$ cat config.mk
export PLATFORM = sky130hd
export DESIGN_NAME = led_driver_frame_serializer
export DESIGN_NICKNAME = d
export VERILOG_FILES = /design/src/ldfs_pkg.sv /design/src/ldfs_ram.sv /design/src/ldfs_cfg.sv /design/src/ldfs_ctrl.sv /design/src/led_driver_frame_serializer.sv
export VERILOG_INCLUDE_DIRS = /design/src /design/src/src
export SDC_FILE = /design/constraint.sdc
export NUM_CORES = 1
export LEC_CHECK = 0
export BUFFER_PORTS_ARGS = -buffer_cell sky130_fd_sc_hd__buf_2
export CORE_ASPECT_RATIO = 1.75
export CORE_MARGIN = 2
export CORE_UTILIZATION = 45
export CTS_BUF_LIST = sky130_fd_sc_hd__clkbuf_4
export CTS_CLUSTER_DIAMETER = 40
export DETAILED_ROUTE_END_ITERATION = 10
export MAX_ROUTING_LAYER = met4
export PLACE_DENSITY = 0.65
export SLEW_MARGIN = 20
export SYNTH_ARGS = -nofsm -noshare
export SYNTH_HDL_FRONTEND = slang
export SYNTH_HIERARCHICAL = 1
export SYNTH_SLANG_ARGS = --single-unit
$ cat constraint.sdc
create_clock -name clk -period 7.8 [get_ports clk]
set_clock_uncertainty 0.05 [all_clocks]
set_input_delay 1.56 -clock clk [delete_from_list [all_inputs] [get_ports clk]]
set_output_delay 1.56 -clock clk [all_outputs]
set_load 0.03 [all_outputs]
$ cat src/assert_macros.svh
// Assertion macros shared by the serializer RTL.
// No dependencies; included by files that carry concurrent assertions.
`ifndef ASSERT_MACROS_SVH
`define ASSERT_MACROS_SVH

// Same-cycle implication, disabled during reset.
`define ASSERT_IMPLIES(label, clk, rst, ante, cons, msg) \
  label: assert property (@(posedge clk) disable iff (rst) (ante) |-> (cons)) \
    else $error(msg);

// Next-cycle implication, disabled during reset.
`define ASSERT_NEXT(label, clk, rst, ante, cons, msg) \
  label: assert property (@(posedge clk) disable iff (rst) (ante) |=> (cons)) \
    else $error(msg);

`endif

$ cat src/ldfs_pkg.sv
// Package for the LED driver frame serializer: sizes, frame layout, codes, types.
// No dependencies; used by every module of the block except ldfs_ram.
package ldfs_pkg;

  localparam int NUM_LEDS     = 16;
  localparam int GRAY_WIDTH   = 16;
  localparam int CHANNELS     = 3 * NUM_LEDS;
  localparam int GRAY_BITS    = 1 + CHANNELS * GRAY_WIDTH;
  localparam int CTRL_ZEROS   = 389;
  localparam int CTRL_FUNC_AT = 9 + CTRL_ZEROS;
  localparam int CTRL_BC_AT   = CTRL_FUNC_AT + 5;
  localparam int CTRL_MC_AT   = CTRL_BC_AT + 21;
  localparam int CTRL_DC_AT   = CTRL_MC_AT + 9;
  localparam int CTRL_BITS    = CTRL_DC_AT + 7 * CHANNELS;

  localparam int POS_W     = 10;
  localparam int LED_W     = (NUM_LEDS > 1) ? $clog2(NUM_LEDS) : 1;
  localparam int GBIT_W    = $clog2(GRAY_WIDTH);
  localparam int ROW_W     = 3 * GRAY_WIDTH;
  localparam int ROW_IDX_W = $clog2(ROW_W);
  localparam int CFG_ADDR_W = 5;

  localparam logic [7:0] CTRL_KEY  = 8'h96;
  localparam logic [1:0] CHAN_RED  = 2'd0;
  localparam logic [1:0] CHAN_BLUE = 2'd2;

  typedef enum logic [1:0] {
    CMD_SET_COLOR = 2'd0,
    CMD_SEND_GRAY = 2'd1,
    CMD_SEND_CTRL = 2'd2,
    CMD_TICK      = 2'd3
  } cmd_t;

  typedef enum logic [2:0] {
    REG_FUNC     = 3'd0,
    REG_BR_RED   = 3'd1,
    REG_BR_GREEN = 3'd2,
    REG_BR_BLUE  = 3'd3,
    REG_MC_RED   = 3'd4,
    REG_MC_GREEN = 3'd5,
    REG_MC_BLUE  = 3'd6,
    REG_DOT      = 3'd7
  } reg_idx_t;

  typedef struct packed {
    logic [4:0] function_bits;
    logic [6:0] bright_red;
    logic [6:0] bright_green;
    logic [6:0] bright_blue;
    logic [2:0] current_red;
    logic [2:0] current_green;
    logic [2:0] current_blue;
    logic [6:0] dot_correction;
  } cfg_t;

  typedef struct packed {
    cmd_t        command;
    logic [3:0]  led_index;
    logic [15:0] red_level;
    logic [15:0] green_level;
    logic [15:0] blue_level;
  } in_item_t;

  typedef struct packed {
    logic              sd_fixed;
    logic              use_ram;
    logic              row_valid;
    logic [1:0]        chan;
    logic [GBIT_W-1:0] bit_sel;
    logic              shift_clock;
    logic              latch_pulse;
    logic              busy;
    logic              rejected;
  } stage_t;

  typedef struct packed {
    logic             we;
    logic [LED_W-1:0] waddr;
    logic [ROW_W-1:0] wdata;
    logic [LED_W-1:0] raddr;
  } ram_req_t;

endpackage

$ cat src/ldfs_ram.sv
// Generic single-port-write, single-port-read RAM with registered read data.
// No dependencies.
module ldfs_ram #(
  parameter int WIDTH = 8,
  parameter int DEPTH = 16
) (
  input  logic                                       clk,
  input  logic                                       we,
  input  logic [((DEPTH > 1) ? $clog2(DEPTH) : 1)-1:0] waddr,
  input  logic [WIDTH-1:0]                           wdata,
  input  logic                                       re,
  input  logic [((DEPTH > 1) ? $clog2(DEPTH) : 1)-1:0] raddr,
  output logic [WIDTH-1:0]                           rdata
);

  logic [WIDTH-1:0] mem [DEPTH];

  always_ff @(posedge clk) begin
    if (we) begin
      mem[waddr] <= wdata;
    end
    if (re) begin
      rdata <= mem[raddr];
    end
  end

endmodule

$ cat src/ldfs_cfg.sv
// APB-style configuration registers of the serializer.
// Depends on ldfs_pkg for the register codes and the cfg_t layout.
module ldfs_cfg (
  input  logic                               clk,
  input  logic                               rst,
  input  logic                               psel,
  input  logic                               penable,
  input  logic                               pwrite,
  input  logic [ldfs_pkg::CFG_ADDR_W-1:0]    paddr,
  input  logic [31:0]                        pwdata,
  output logic [31:0]                        prdata,
  output logic                               pready,
  output ldfs_pkg::cfg_t                     cfg
);

  logic               wr;
  ldfs_pkg::reg_idx_t idx;

  assign pready = 1'b1;
  assign wr     = psel && penable && pwrite;
  assign idx    = ldfs_pkg::reg_idx_t'(paddr[4:2]);

  always_ff @(posedge clk) begin
    if (rst) begin
      cfg.function_bits  <= 5'd25;
      cfg.bright_red     <= 7'h7F;
      cfg.bright_green   <= 7'h7F;
      cfg.bright_blue    <= 7'h7F;
      cfg.current_red    <= 3'd0;
      cfg.current_green  <= 3'd0;
      cfg.current_blue   <= 3'd0;
      cfg.dot_correction <= 7'h7F;
    end else if (wr) begin
      case (idx)
        ldfs_pkg::REG_FUNC:     cfg.function_bits  <= pwdata[4:0];
        ldfs_pkg::REG_BR_RED:   cfg.bright_red     <= pwdata[6:0];
        ldfs_pkg::REG_BR_GREEN: cfg.bright_green   <= pwdata[6:0];
        ldfs_pkg::REG_BR_BLUE:  cfg.bright_blue    <= pwdata[6:0];
        ldfs_pkg::REG_MC_RED:   cfg.current_red    <= pwdata[2:0];
        ldfs_pkg::REG_MC_GREEN: cfg.current_green  <= pwdata[2:0];
        ldfs_pkg::REG_MC_BLUE:  cfg.current_blue   <= pwdata[2:0];
        ldfs_pkg::REG_DOT:      cfg.dot_correction <= pwdata[6:0];
        default: ;
      endcase
    end
  end

  always_comb begin
    case (idx)
      ldfs_pkg::REG_FUNC:     prdata = 32'(cfg.function_bits);
      ldfs_pkg::REG_BR_RED:   prdata = 32'(cfg.bright_red);
      ldfs_pkg::REG_BR_GREEN: prdata = 32'(cfg.bright_green);
      ldfs_pkg::REG_BR_BLUE:  prdata = 32'(cfg.bright_blue);
      ldfs_pkg::REG_MC_RED:   prdata = 32'(cfg.current_red);
      ldfs_pkg::REG_MC_GREEN: prdata = 32'(cfg.current_green);
      ldfs_pkg::REG_MC_BLUE:  prdata = 32'(cfg.current_blue);
      ldfs_pkg::REG_DOT:      prdata = 32'(cfg.dot_correction);
      default:                prdata = '0;
    endcase
  end

endmodule

$ cat src/ldfs_ctrl.sv
// Input register and frame sequencer: command decode, bit counter, control-frame bits,
// grayscale store addressing and row valid bits. Depends on ldfs_pkg.
module ldfs_ctrl (
  input  logic                clk,
  input  logic                rst,
  input  logic                s_valid,
  input  ldfs_pkg::in_item_t  s_item,
  output logic                s_ready,
  input  ldfs_pkg::cfg_t      cfg,
  input  logic                advance,
  output logic                s2_valid,
  output ldfs_pkg::stage_t    s2,
  output ldfs_pkg::ram_req_t  ram
);

  localparam logic [ldfs_pkg::GBIT_W-1:0] GBIT_RST = ldfs_pkg::GBIT_W'(ldfs_pkg::GRAY_WIDTH - 1);
  localparam logic [ldfs_pkg::LED_W-1:0]  GLED_RST = ldfs_pkg::LED_W'(ldfs_pkg::NUM_LEDS - 1);
  localparam int PW = ldfs_pkg::POS_W;

  logic               s1_valid;
  ldfs_pkg::in_item_t s1;
  logic               fire;

  logic                       sending, sending_next;
  logic                       frame_kind, frame_kind_next;
  logic                       pass_count, pass_count_next;
  logic [PW-1:0]              bit_position, bit_position_next;
  logic [ldfs_pkg::GBIT_W-1:0] g_bit, g_bit_next;
  logic [1:0]                 g_chan, g_chan_next;
  logic [ldfs_pkg::LED_W-1:0] g_led, g_led_next;
  logic [2:0]                 dc_phase, dc_phase_next;
  logic [ldfs_pkg::NUM_LEDS-1:0] row_valid;

  logic [PW-1:0]  frame_len;
  logic [PW-1:0]  r_func, r_bc, r_mc;
  logic [20:0]    bc_vec;
  logic [8:0]     mc_vec;
  logic           ctrl_bit;
  logic           led_ok;
  ldfs_pkg::stage_t st;

  assign s_ready = !s1_valid || advance;
  assign fire    = s1_valid && advance;

  always_ff @(posedge clk) begin
    if (rst) begin
      s1_valid <= 1'b0;
    end else if (s_ready) begin
      s1_valid <= s_valid;
    end
    if (s_ready && s_valid) begin
      s1 <= s_item;
    end
  end

  assign frame_len = frame_kind ? PW'(ldfs_pkg::CTRL_BITS) : PW'(ldfs_pkg::GRAY_BITS);
  assign r_func    = bit_position - PW'(ldfs_pkg::CTRL_FUNC_AT);
  assign r_bc      = bit_position - PW'(ldfs_pkg::CTRL_BC_AT);
  assign r_mc      = bit_position - PW'(ldfs_pkg::CTRL_MC_AT);
  assign bc_vec    = {cfg.bright_blue, cfg.bright_green, cfg.bright_red};
  assign mc_vec    = {cfg.current_blue, cfg.current_green, cfg.current_red};
  assign led_ok    = {1'b0, s1.led_index} < 5'(ldfs_pkg::NUM_LEDS);

  always_comb begin
    if (bit_position == '0) begin
      ctrl_bit = 1'b1;
    end else if (bit_position < PW'(9)) begin
      ctrl_bit = ldfs_pkg::CTRL_KEY[3'(PW'(8) - bit_position)];
    end else if (bit_position < PW'(ldfs_pkg::CTRL_FUNC_AT)) begin
      ctrl_bit = 1'b0;
    end else if (bit_position < PW'(ldfs_pkg::CTRL_BC_AT)) begin
      ctrl_bit = cfg.function_bits[3'(PW'(4) - r_func)];
    end else if (bit_position < PW'(ldfs_pkg::CTRL_MC_AT)) begin
      ctrl_bit = bc_vec[5'(PW'(20) - r_bc)];
    end else if (bit_position < PW'(ldfs_pkg::CTRL_DC_AT)) begin
      ctrl_bit = mc_vec[4'(PW'(8) - r_mc)];
    end else begin
      ctrl_bit = cfg.dot_correction[dc_phase];
    end
  end

  always_comb begin
    sending_next      = sending;
    frame_kind_next   = frame_kind;
    pass_count_next   = pass_count;
    bit_position_next = bit_position;
    g_bit_next        = g_bit;
    g_chan_next       = g_chan;
    g_led_next        = g_led;
    dc_phase_next     = dc_phase;

    st.sd_fixed    = 1'b0;
    st.use_ram     = 1'b0;
    st.row_valid   = row_valid[g_led];
    st.chan        = g_chan;
    st.bit_sel     = g_bit;
    st.shift_clock = 1'b0;
    st.latch_pulse = 1'b0;
    st.rejected    = 1'b0;

    ram.we    = 1'b0;
    ram.waddr = s1.led_index[ldfs_pkg::LED_W-1:0];
    ram.wdata = {s1.blue_level[ldfs_pkg::GRAY_WIDTH-1:0],
                 s1.green_level[ldfs_pkg::GRAY_WIDTH-1:0],
                 s1.red_level[ldfs_pkg::GRAY_WIDTH-1:0]};
    ram.raddr = g_led;

    if (s1.command != ldfs_pkg::CMD_TICK && sending) begin
      st.rejected = 1'b1;
    end else begin
      case (s1.command)
        ldfs_pkg::CMD_SET_COLOR: begin
          ram.we = fire && led_ok;
        end
        ldfs_pkg::CMD_SEND_GRAY, ldfs_pkg::CMD_SEND_CTRL: begin
          sending_next      = 1'b1;
          frame_kind_next   = (s1.command == ldfs_pkg::CMD_SEND_CTRL);
          pass_count_next   = 1'b0;
          bit_position_next = '0;
          g_bit_next        = GBIT_RST;
          g_chan_next       = ldfs_pkg::CHAN_BLUE;
          g_led_next        = GLED_RST;
          dc_phase_next     = 3'd6;
        end
        ldfs_pkg::CMD_TICK: begin
          if (sending) begin
            if (bit_position < frame_len) begin
              st.shift_clock    = 1'b1;
              bit_position_next = bit_position + 1'b1;
              if (frame_kind) begin
                st.sd_fixed = ctrl_bit;
                if (bit_position >= PW'(ldfs_pkg::CTRL_DC_AT)) begin
                  dc_phase_next = (dc_phase == 3'd0) ? 3'd6 : dc_phase - 3'd1;
                end
              end else if (bit_position != '0) begin
                st.use_ram = 1'b1;
                if (g_bit == '0) begin
                  g_bit_next = GBIT_RST;
                  if (g_chan == ldfs_pkg::CHAN_RED) begin
                    g_chan_next = ldfs_pkg::CHAN_BLUE;
                    g_led_next  = g_led - 1'b1;
                  end else begin
                    g_chan_next = g_chan - 2'd1;
                  end
                end else begin
                  g_bit_next = g_bit - 1'b1;
                end
              end
            end else begin
              st.latch_pulse    = 1'b1;
              bit_position_next = '0;
              g_bit_next        = GBIT_RST;
              g_chan_next       = ldfs_pkg::CHAN_BLUE;
              g_led_next        = GLED_RST;
              dc_phase_next     = 3'd6;
              if (frame_kind && !pass_count) begin
                pass_count_next = 1'b1;
              end else begin
                pass_count_next = 1'b0;
                sending_next    = 1'b0;
              end
            end
          end
        end
        default: ;
      endcase
    end
    st.busy = sending_next;
  end

  always_ff @(posedge clk) begin
    if (rst) begin
      sending      <= 1'b0;
      frame_kind   <= 1'b0;
      pass_count   <= 1'b0;
      bit_position <= '0;
      g_bit        <= GBIT_RST;
      g_chan       <= ldfs_pkg::CHAN_BLUE;
      g_led        <= GLED_RST;
      dc_phase     <= 3'd6;
      row_valid    <= '0;
    end else if (fire) begin
      sending      <= sending_next;
      frame_kind   <= frame_kind_next;
      pass_count   <= pass_count_next;
      bit_position <= bit_position_next;
      g_bit        <= g_bit_next;
      g_chan       <= g_chan_next;
      g_led        <= g_led_next;
      dc_phase     <= dc_phase_next;
      if (ram.we) begin
        row_valid[ram.waddr] <= 1'b1;
      end
    end
  end

  always_ff @(posedge clk) begin
    if (rst) begin
      s2_valid <= 1'b0;
    end else if (advance) begin
      s2_valid <= s1_valid;
    end
    if (advance) begin
      s2 <= st;
    end
  end

endmodule

$ cat src/led_driver_frame_serializer.sv
// Serial frame generator for a 16-LED RGB PWM driver: one result item per input item,
// one item per clock cycle sustained when not stalled, via the input register, the
// grayscale store read stage and the result register. Every tick item reads at most one
// grayscale row through the single read port of the store RAM; set colour writes one
// row of three channels. The store reads as zero after reset through one valid bit per
// LED row, so no clearing pass runs and items are taken from the first cycle on.
// Depends on ldfs_pkg, ldfs_cfg, ldfs_ctrl, ldfs_ram and assert_macros.svh.
`include "assert_macros.svh"

module led_driver_frame_serializer (
  input  logic                            clk,
  input  logic                            rst,
  input  logic                            s_axis_tvalid,
  output logic                            s_axis_tready,
  // led_index[3:0], red_level[19:4], green_level[35:20], blue_level[51:36]
  input  logic [55:0]                     s_axis_tdata,
  // command[1:0]
  input  logic [1:0]                      s_axis_tuser,
  output logic                            m_axis_tvalid,
  input  logic                            m_axis_tready,
  // serial_data[0], shift_clock[1], latch_pulse[2], busy_res[3], rejected[4]
  output logic [7:0]                      m_axis_tdata,
  input  logic                            psel,
  input  logic                            penable,
  input  logic                            pwrite,
  input  logic [ldfs_pkg::CFG_ADDR_W-1:0] paddr,
  input  logic [31:0]                     pwdata,
  output logic [31:0]                     prdata,
  output logic                            pready
);

  ldfs_pkg::cfg_t     cfg;
  ldfs_pkg::in_item_t s_item;
  ldfs_pkg::stage_t   s2;
  ldfs_pkg::ram_req_t ram;
  logic               s2_valid;
  logic               en3;
  logic               advance;
  logic [ldfs_pkg::ROW_W-1:0]     rdata;
  logic [ldfs_pkg::ROW_IDX_W-1:0] bit_idx;
  logic               sd;
  logic [4:0]         res;
  logic               out_rej;
  logic               hold_rd;

  assign s_item.command     = ldfs_pkg::cmd_t'(s_axis_tuser);
  assign s_item.led_index   = s_axis_tdata[3:0];
  assign s_item.red_level   = s_axis_tdata[19:4];
  assign s_item.green_level = s_axis_tdata[35:20];
  assign s_item.blue_level  = s_axis_tdata[51:36];

  assign en3     = !m_axis_tvalid || m_axis_tready;
  assign advance = !s2_valid || en3;

  ldfs_cfg u_cfg (
    .clk     (clk),
    .rst     (rst),
    .psel    (psel),
    .penable (penable),
    .pwrite  (pwrite),
    .paddr   (paddr),
    .pwdata  (pwdata),
    .prdata  (prdata),
    .pready  (pready),
    .cfg     (cfg)
  );

  ldfs_ctrl u_ctrl (
    .clk      (clk),
    .rst      (rst),
    .s_valid  (s_axis_tvalid),
    .s_item   (s_item),
    .s_ready  (s_axis_tready),
    .cfg      (cfg),
    .advance  (advance),
    .s2_valid (s2_valid),
    .s2       (s2),
    .ram      (ram)
  );

  ldfs_ram #(
    .WIDTH (ldfs_pkg::ROW_W),
    .DEPTH (ldfs_pkg::NUM_LEDS)
  ) u_store (
    .clk   (clk),
    .we    (ram.we),
    .waddr (ram.waddr),
    .wdata (ram.wdata),
    .re    (advance),
    .raddr (ram.raddr),
    .rdata (rdata)
  );

  assign bit_idx = ldfs_pkg::ROW_IDX_W'(s2.chan) * ldfs_pkg::ROW_IDX_W'(ldfs_pkg::GRAY_WIDTH)
                 + ldfs_pkg::ROW_IDX_W'(s2.bit_sel);
  assign sd = s2.use_ram ? (s2.row_valid && rdata[bit_idx]) : s2.sd_fixed;

  always_ff @(posedge clk) begin
    if (rst) begin
      m_axis_tvalid <= 1'b0;
    end else if (en3) begin
      m_axis_tvalid <= s2_valid;
    end
    if (en3) begin
      m_axis_tdata <= {3'b000, s2.rejected, s2.busy, s2.latch_pulse, s2.shift_clock, sd};
    end
  end

  assign res     = m_axis_tdata[4:0];
  assign out_rej = m_axis_tvalid && res[4];
  assign hold_rd = s2_valid && !en3 && s2.use_ram && s2.row_valid;

  `ASSERT_IMPLIES(a_clk_latch, clk, rst, m_axis_tvalid, !(res[1] && res[2]), "clock with latch")
  `ASSERT_IMPLIES(a_reject_quiet, clk, rst, out_rej, res[3:1] == 3'b100, "reject moved frame")
  `ASSERT_NEXT(a_store_hold, clk, rst, hold_rd, $stable(rdata), "store data lost in stall")

endmodule
Word-level counts from Yosys, hierarchy flattened
Memories as Yosys holds them, arrays and structs flattened. A register that Yosys moved wholly into a read port is not among the register bits. Index checks and enable logic that the tools add are counted.

Flip-flop bits (word level): 159. Latch bits: 0. RAM bits: 768. Memory bits (read-only): 8. Output and inout port bits: 43. Word-level logic and storage cells: 202. Memories: 2.

Add/sub/neg operators: 13. Multipliers: 0. Div/mod/pow operators: 0. Magnitude comparators: 16. Eq/ne operators: 19. Shift-type cells: 0. Multiplexer cells: 68. Bitwise operators: 6. Reductions and logical operators: 43.

Memory list: u_store.mem (words 16, bits a word 48, read ports 1, clocked after memory_dff 1, wr ports 1, RTL line ldfs_ram.sv:16) `logic [WIDTH-1:0] mem [DEPTH];`; (name not given) (words 8, bits a word 1, read ports 1, clocked after memory_dff 0, wr ports 0, RTL line ldfs_ctrl.sv:68) `ctrl_bit = ldfs_pkg::CTRL_KEY[3'(PW'(8) - bit_position)];`.

Operators with widths (count): case mux 32 bit (8 select lines) (1); two-way mux 4 bit (11); less-than comparator 10 x 9 -> 1 bit, second input constant (4); two-way mux 1 bit (29); two-way mux 10 bit (2); case mux 10 bit (2 select lines) (1); AND reduction 2 bit (9); bitwise OR 16 bit (1); case mux 4 bit (2 select lines) (2); less-than comparator 4 x 5 -> 1 bit, second input constant (3); two-way mux 3 bit (5); != test 3 bit, second input constant (5); equality test 3 bit, second input constant (4); less-than comparator 3 x 4 -> 1 bit, second input constant (3); two-way mux 2 bit (6); AND reduction 6 bit (2); adder 10 x 1 -> 10 bit, second input constant (1); >= comparator 10 x 9 -> 1 bit, second input constant (1); logical NOT 10 bit (1); less-than comparator 10 bit, second input constant (1); less-than comparator 10 x 4 -> 1 bit, second input constant (1); nonzero test 10 bit (1); OR reduction 5 bit (2); binary-select mux 1 bit (select 4 bit) (2); other kinds (43) (67).

Depth between registers and ports, before layout
Depth in word-level cells: 10. Gate-level depth with buffers: 9. Mapped depth without buffers: 8.

Hierarchy
Netlist, hierarchy kept.

Modules (own cells, without submodules): ldfs_ram (times used 1, cells each 1242, area each 30171.4 um^2); ldfs_ctrl (times used 1, cells each 468, area each 5401.4 um^2); ldfs_cfg (times used 1, cells each 277, area each 2225.9 um^2); led_driver_frame_serializer (times used 1, cells each 51, area each 691.9 um^2).

Worst setup path before layout
OpenSTA, ideal clock, no wires.

Path type: input to register. From: in m_axis_tready. To: mem u_store/mem[0][0] (netlist name) (enable). Library setup time: 0.513 ns. Data arrival time: 7.414 ns. Path slack: -0.177 ns. Stages: 7. Path buffers: 0. Path through: nor2b_1 > nand2_1 > and3b_1 > nand2_1 > inv_1 > or3b_2 > nor3_1.

RTL lines: from (decl) (RTL line led_driver_frame_serializer.sv:20) `input logic m_axis_tready,`; to (decl) (RTL line ldfs_ram.sv:16).

Worst setup path after layout
From: in m_axis_tready. To: out s_axis_tready.

Cells in the longest elaborated chain, start to end: 3.

RTL lines: logical OR 1 bit (RTL line led_driver_frame_serializer.sv:52) `assign en3 = !m_axis_tvalid || m_axis_tready;`; logical OR 1 bit (RTL line led_driver_frame_serializer.sv:53) `assign advance = !s2_valid || en3;`; net advance (RTL line led_driver_frame_serializer.sv:38) `logic advance;`; logical OR 1 bit (RTL line ldfs_ctrl.sv:42) `assign s_ready = !s1_valid || advance;`; to (decl) (RTL line led_driver_frame_serializer.sv:14) `output logic s_axis_tready,`.

The timed path passes the listed nets, and every way through them passes these cells.

==> metrics <==
CTS H-tree lvls 4; worst min path class reg2reg; maximum VDD drop 0.000128 V; outcome complete, no violations; Final #Nets 2322; io pins 145; clock root cell clkbuf_4; gr ovfl total 0; DRC marker count from the first detailed-route iteration 1643; top layer in use met4; # resized after CTS 0; synth warn 6; register bit count reported by yosys 975; Port Buffers 84; switching portion of total power 0.221; sequential fraction of the synthesis area 0.738; CP Max Fanout 67; P_sw 2210 µW; Met3 Routed Length 4350 µm; Cells after Synth 2038; final WL 86200 µm; Worst R2R End u_store/mem[14][39]; R2R cell count 8; DRC errors left 0; worst rel slew slack 0.210; Rows 141; clk_lat worst skew 1.09 ns; critical path type in2out; Die H 391 µm; combinational share of power 0.029; vias in the first global route 20.9k; cell area after layout 42400 µm²; part of the cycle the worst path needs 0.608; crit start category primary input; r2r startpoint m_axis_tvalid; filler cell count 6887; WL met1 30800 µm; Yosys cell types 76; final setup TNS 0 ns; Avg Vias per Cell 5.69; Final min period 4.74 ns; Area after DPL 39600 µm²; CTS Hold Bufs 0; die area 88000 µm²; P per Cell Area 236 nW/µm²; Max Clk Rate 211 MHz; antenna violations before repair 5; DIE WIDTH 225 µm; Starting Density 0.455; Core Area 84500 µm²; DR pass1 iterations 5; P_int 7800 µW; antenna-violating nets left 0; Area Overhead vs Synth 10.0%; global-route wire length before repair 129000 µm; CP required 6.19 ns; number of synthesized flops with an enable pin 888; Reg power frac 0.589; DP HPWL 48600 µm; share of cells above drive strength 1 0.294; hold_sp u_ctrl/s2[3]; R2R Setup Slk 3.43 ns; CP Data Arrival Time 3.13 ns; crit path from m_axis_tready; Post-CTS Setup Repair Bufs 0; Post-synth top flop edfxtp_1; Post-synth ARST share 0; final setup fails 0; Reg clk slew, reported paths 0.07 ns; number of CTS-inserted buffers 212; Tightest Pin Transition 1.18 ns; routed wl met2 47800 µm; mapped cell area 38500 µm²; pre-CTS WS 2.17 ns; worst hold margin 0.368 ns; CTS max path bufs 3; routed len/inst 24.9 µm; total number of vias 19.6k; most frequent cells in the layout edfxtp_1, clkbuf_4, mux4_2, nand2_1, a22oi_1; Crit. End Element output port; CTS tree built; largest net degree at the start of global routing 131; CTS sink count 975; max-slew violations 0; final worst slack 3.06 ns; endpoints failing hold 0; RSZ-0062 raised after global routing no; Hold Path Cell Cnt 0; clock share of power 0.382; Post-Syn Area per Cell 18.9 µm²; routability cong. 0.903; hold endpoint m_axis_tdata[1]; commonest non-fill, non-tap cell in the layout edfxtp_1; Tot GR Track Use 0.207; maxcap violations 0; Pleak 0.0144 µW
how the worst max path moves through the flow:
stage | depth (start not counted) | slack, ns | end
after CTS | 5 | 3.01 | s_axis_tready
after floorplan | 7 | 0.17 | u_store/mem[8][0]
final | 5 | 3.06 | s_axis_tready
after global placement | 9 | 2.21 | u_store/mem[14][13]
after detailed placement | 9 | 2.17 | u_store/mem[14][13]
after global routing | 5 | 2.89 | s_axis_tready
metal layers:
layer  GRT usage  up-vias
met5           -        -
met4      0.0960        0
met3      0.0390      190
met2       0.369      661
met1       0.221    10175
li1            -     8612
Yosys cell counts, types with 10 or more instances:
cell type	count	area share
a21oi_1	39	0.0051
a22oi_1	96	0.019
buf_1	17	0.0017
buf_2	20	0.0026
buf_4	101	0.020
clkbuf_1	45	0.0044
dfxtp_1	87	0.045
edfxtp_1	888	0.69
ha_1	17	0.0055
inv_1	35	0.0034
mux2_2	11	0.0032
mux2i_1	15	0.0039
mux4_2	210	0.12
nand2_1	123	0.012
nand2b_1	10	0.0016
nand3b_1	25	0.0049
nor2_1	74	0.0072
nor2b_1	15	0.0024
nor3_1	20	0.0026
o21ai_0	40	0.0052
logic make-up (layout without fill, tap and decap cells):
kind of cell	after synthesis	after routing	share of synthesized area
other cells	3	36	0.000293
mux	244	244	0.135
fa+ha+maj	17	17	0.00553
buf+inv	223	534	0.0332
simple gates	320	320	0.0420
xor+xnor	13	13	0.00296
compound gates	243	243	0.0429
flops	975	975	0.738
worst max-delay path, stage by stage:
cell and delay (ns):
buf_2 0.09, nor2b_1 0.28, nand2_4 0.58, nand2b_1 0.42, buf_2 0.19
final cells by class:
cell class,count,area (µm²),area share
antenna,7,17.5,0.000414
timing repair buffer,113,676,0.0160
clock inverter,88,483,0.0114
tap,1072,1340,0.0317
multi-input combinational,866,9050,0.214
clock buffer,298,2240,0.0528
sequential,975,28400,0.671
inverter,35,131,0.00310
power by group through the flow:
stage               logic, µW  clock network, µW  registers (µW)
detailed placement        292                  0            6010
global route              312               4210            5900
CTS                       293               3960            5900
global placement          288                  0            6000
finish                    289               3830            5890
floorplan                 303                  0            5900
registers in the layout, summed over array words and instances (netlist names):
name                 cells
m_axis_tdata             5
u_ctrl/s2_valid          1
u_ctrl/s1_valid          1
u_store/rdata           48
u_ctrl/ram              52
u_ctrl/s2               13
u_ctrl/g_bit             4
u_ctrl/g_led             4
u_ctrl/bit_position     10
u_ctrl/dc_phase          3
u_ctrl/sending           1
u_ctrl/frame_kind        1
u_ctrl/g_chan            2
u_ctrl/s1                2
u_cfg/cfg               42
u_store/mem            768
u_ctrl/row_valid        16
m_axis_tvalid            1
u_ctrl/pass_count        1
per-stage QoR:
step	utilization	std cells	total power (µW)
global placement	0.469	3061	6290
global route	0.501	3453	10400
CTS	0.501	3447	10100
finish	0.501	3454	10000
detailed placement	0.469	3061	6300
floorplan	-	2064	6200
No activity file was read; power rests on OpenSTA's default activity.
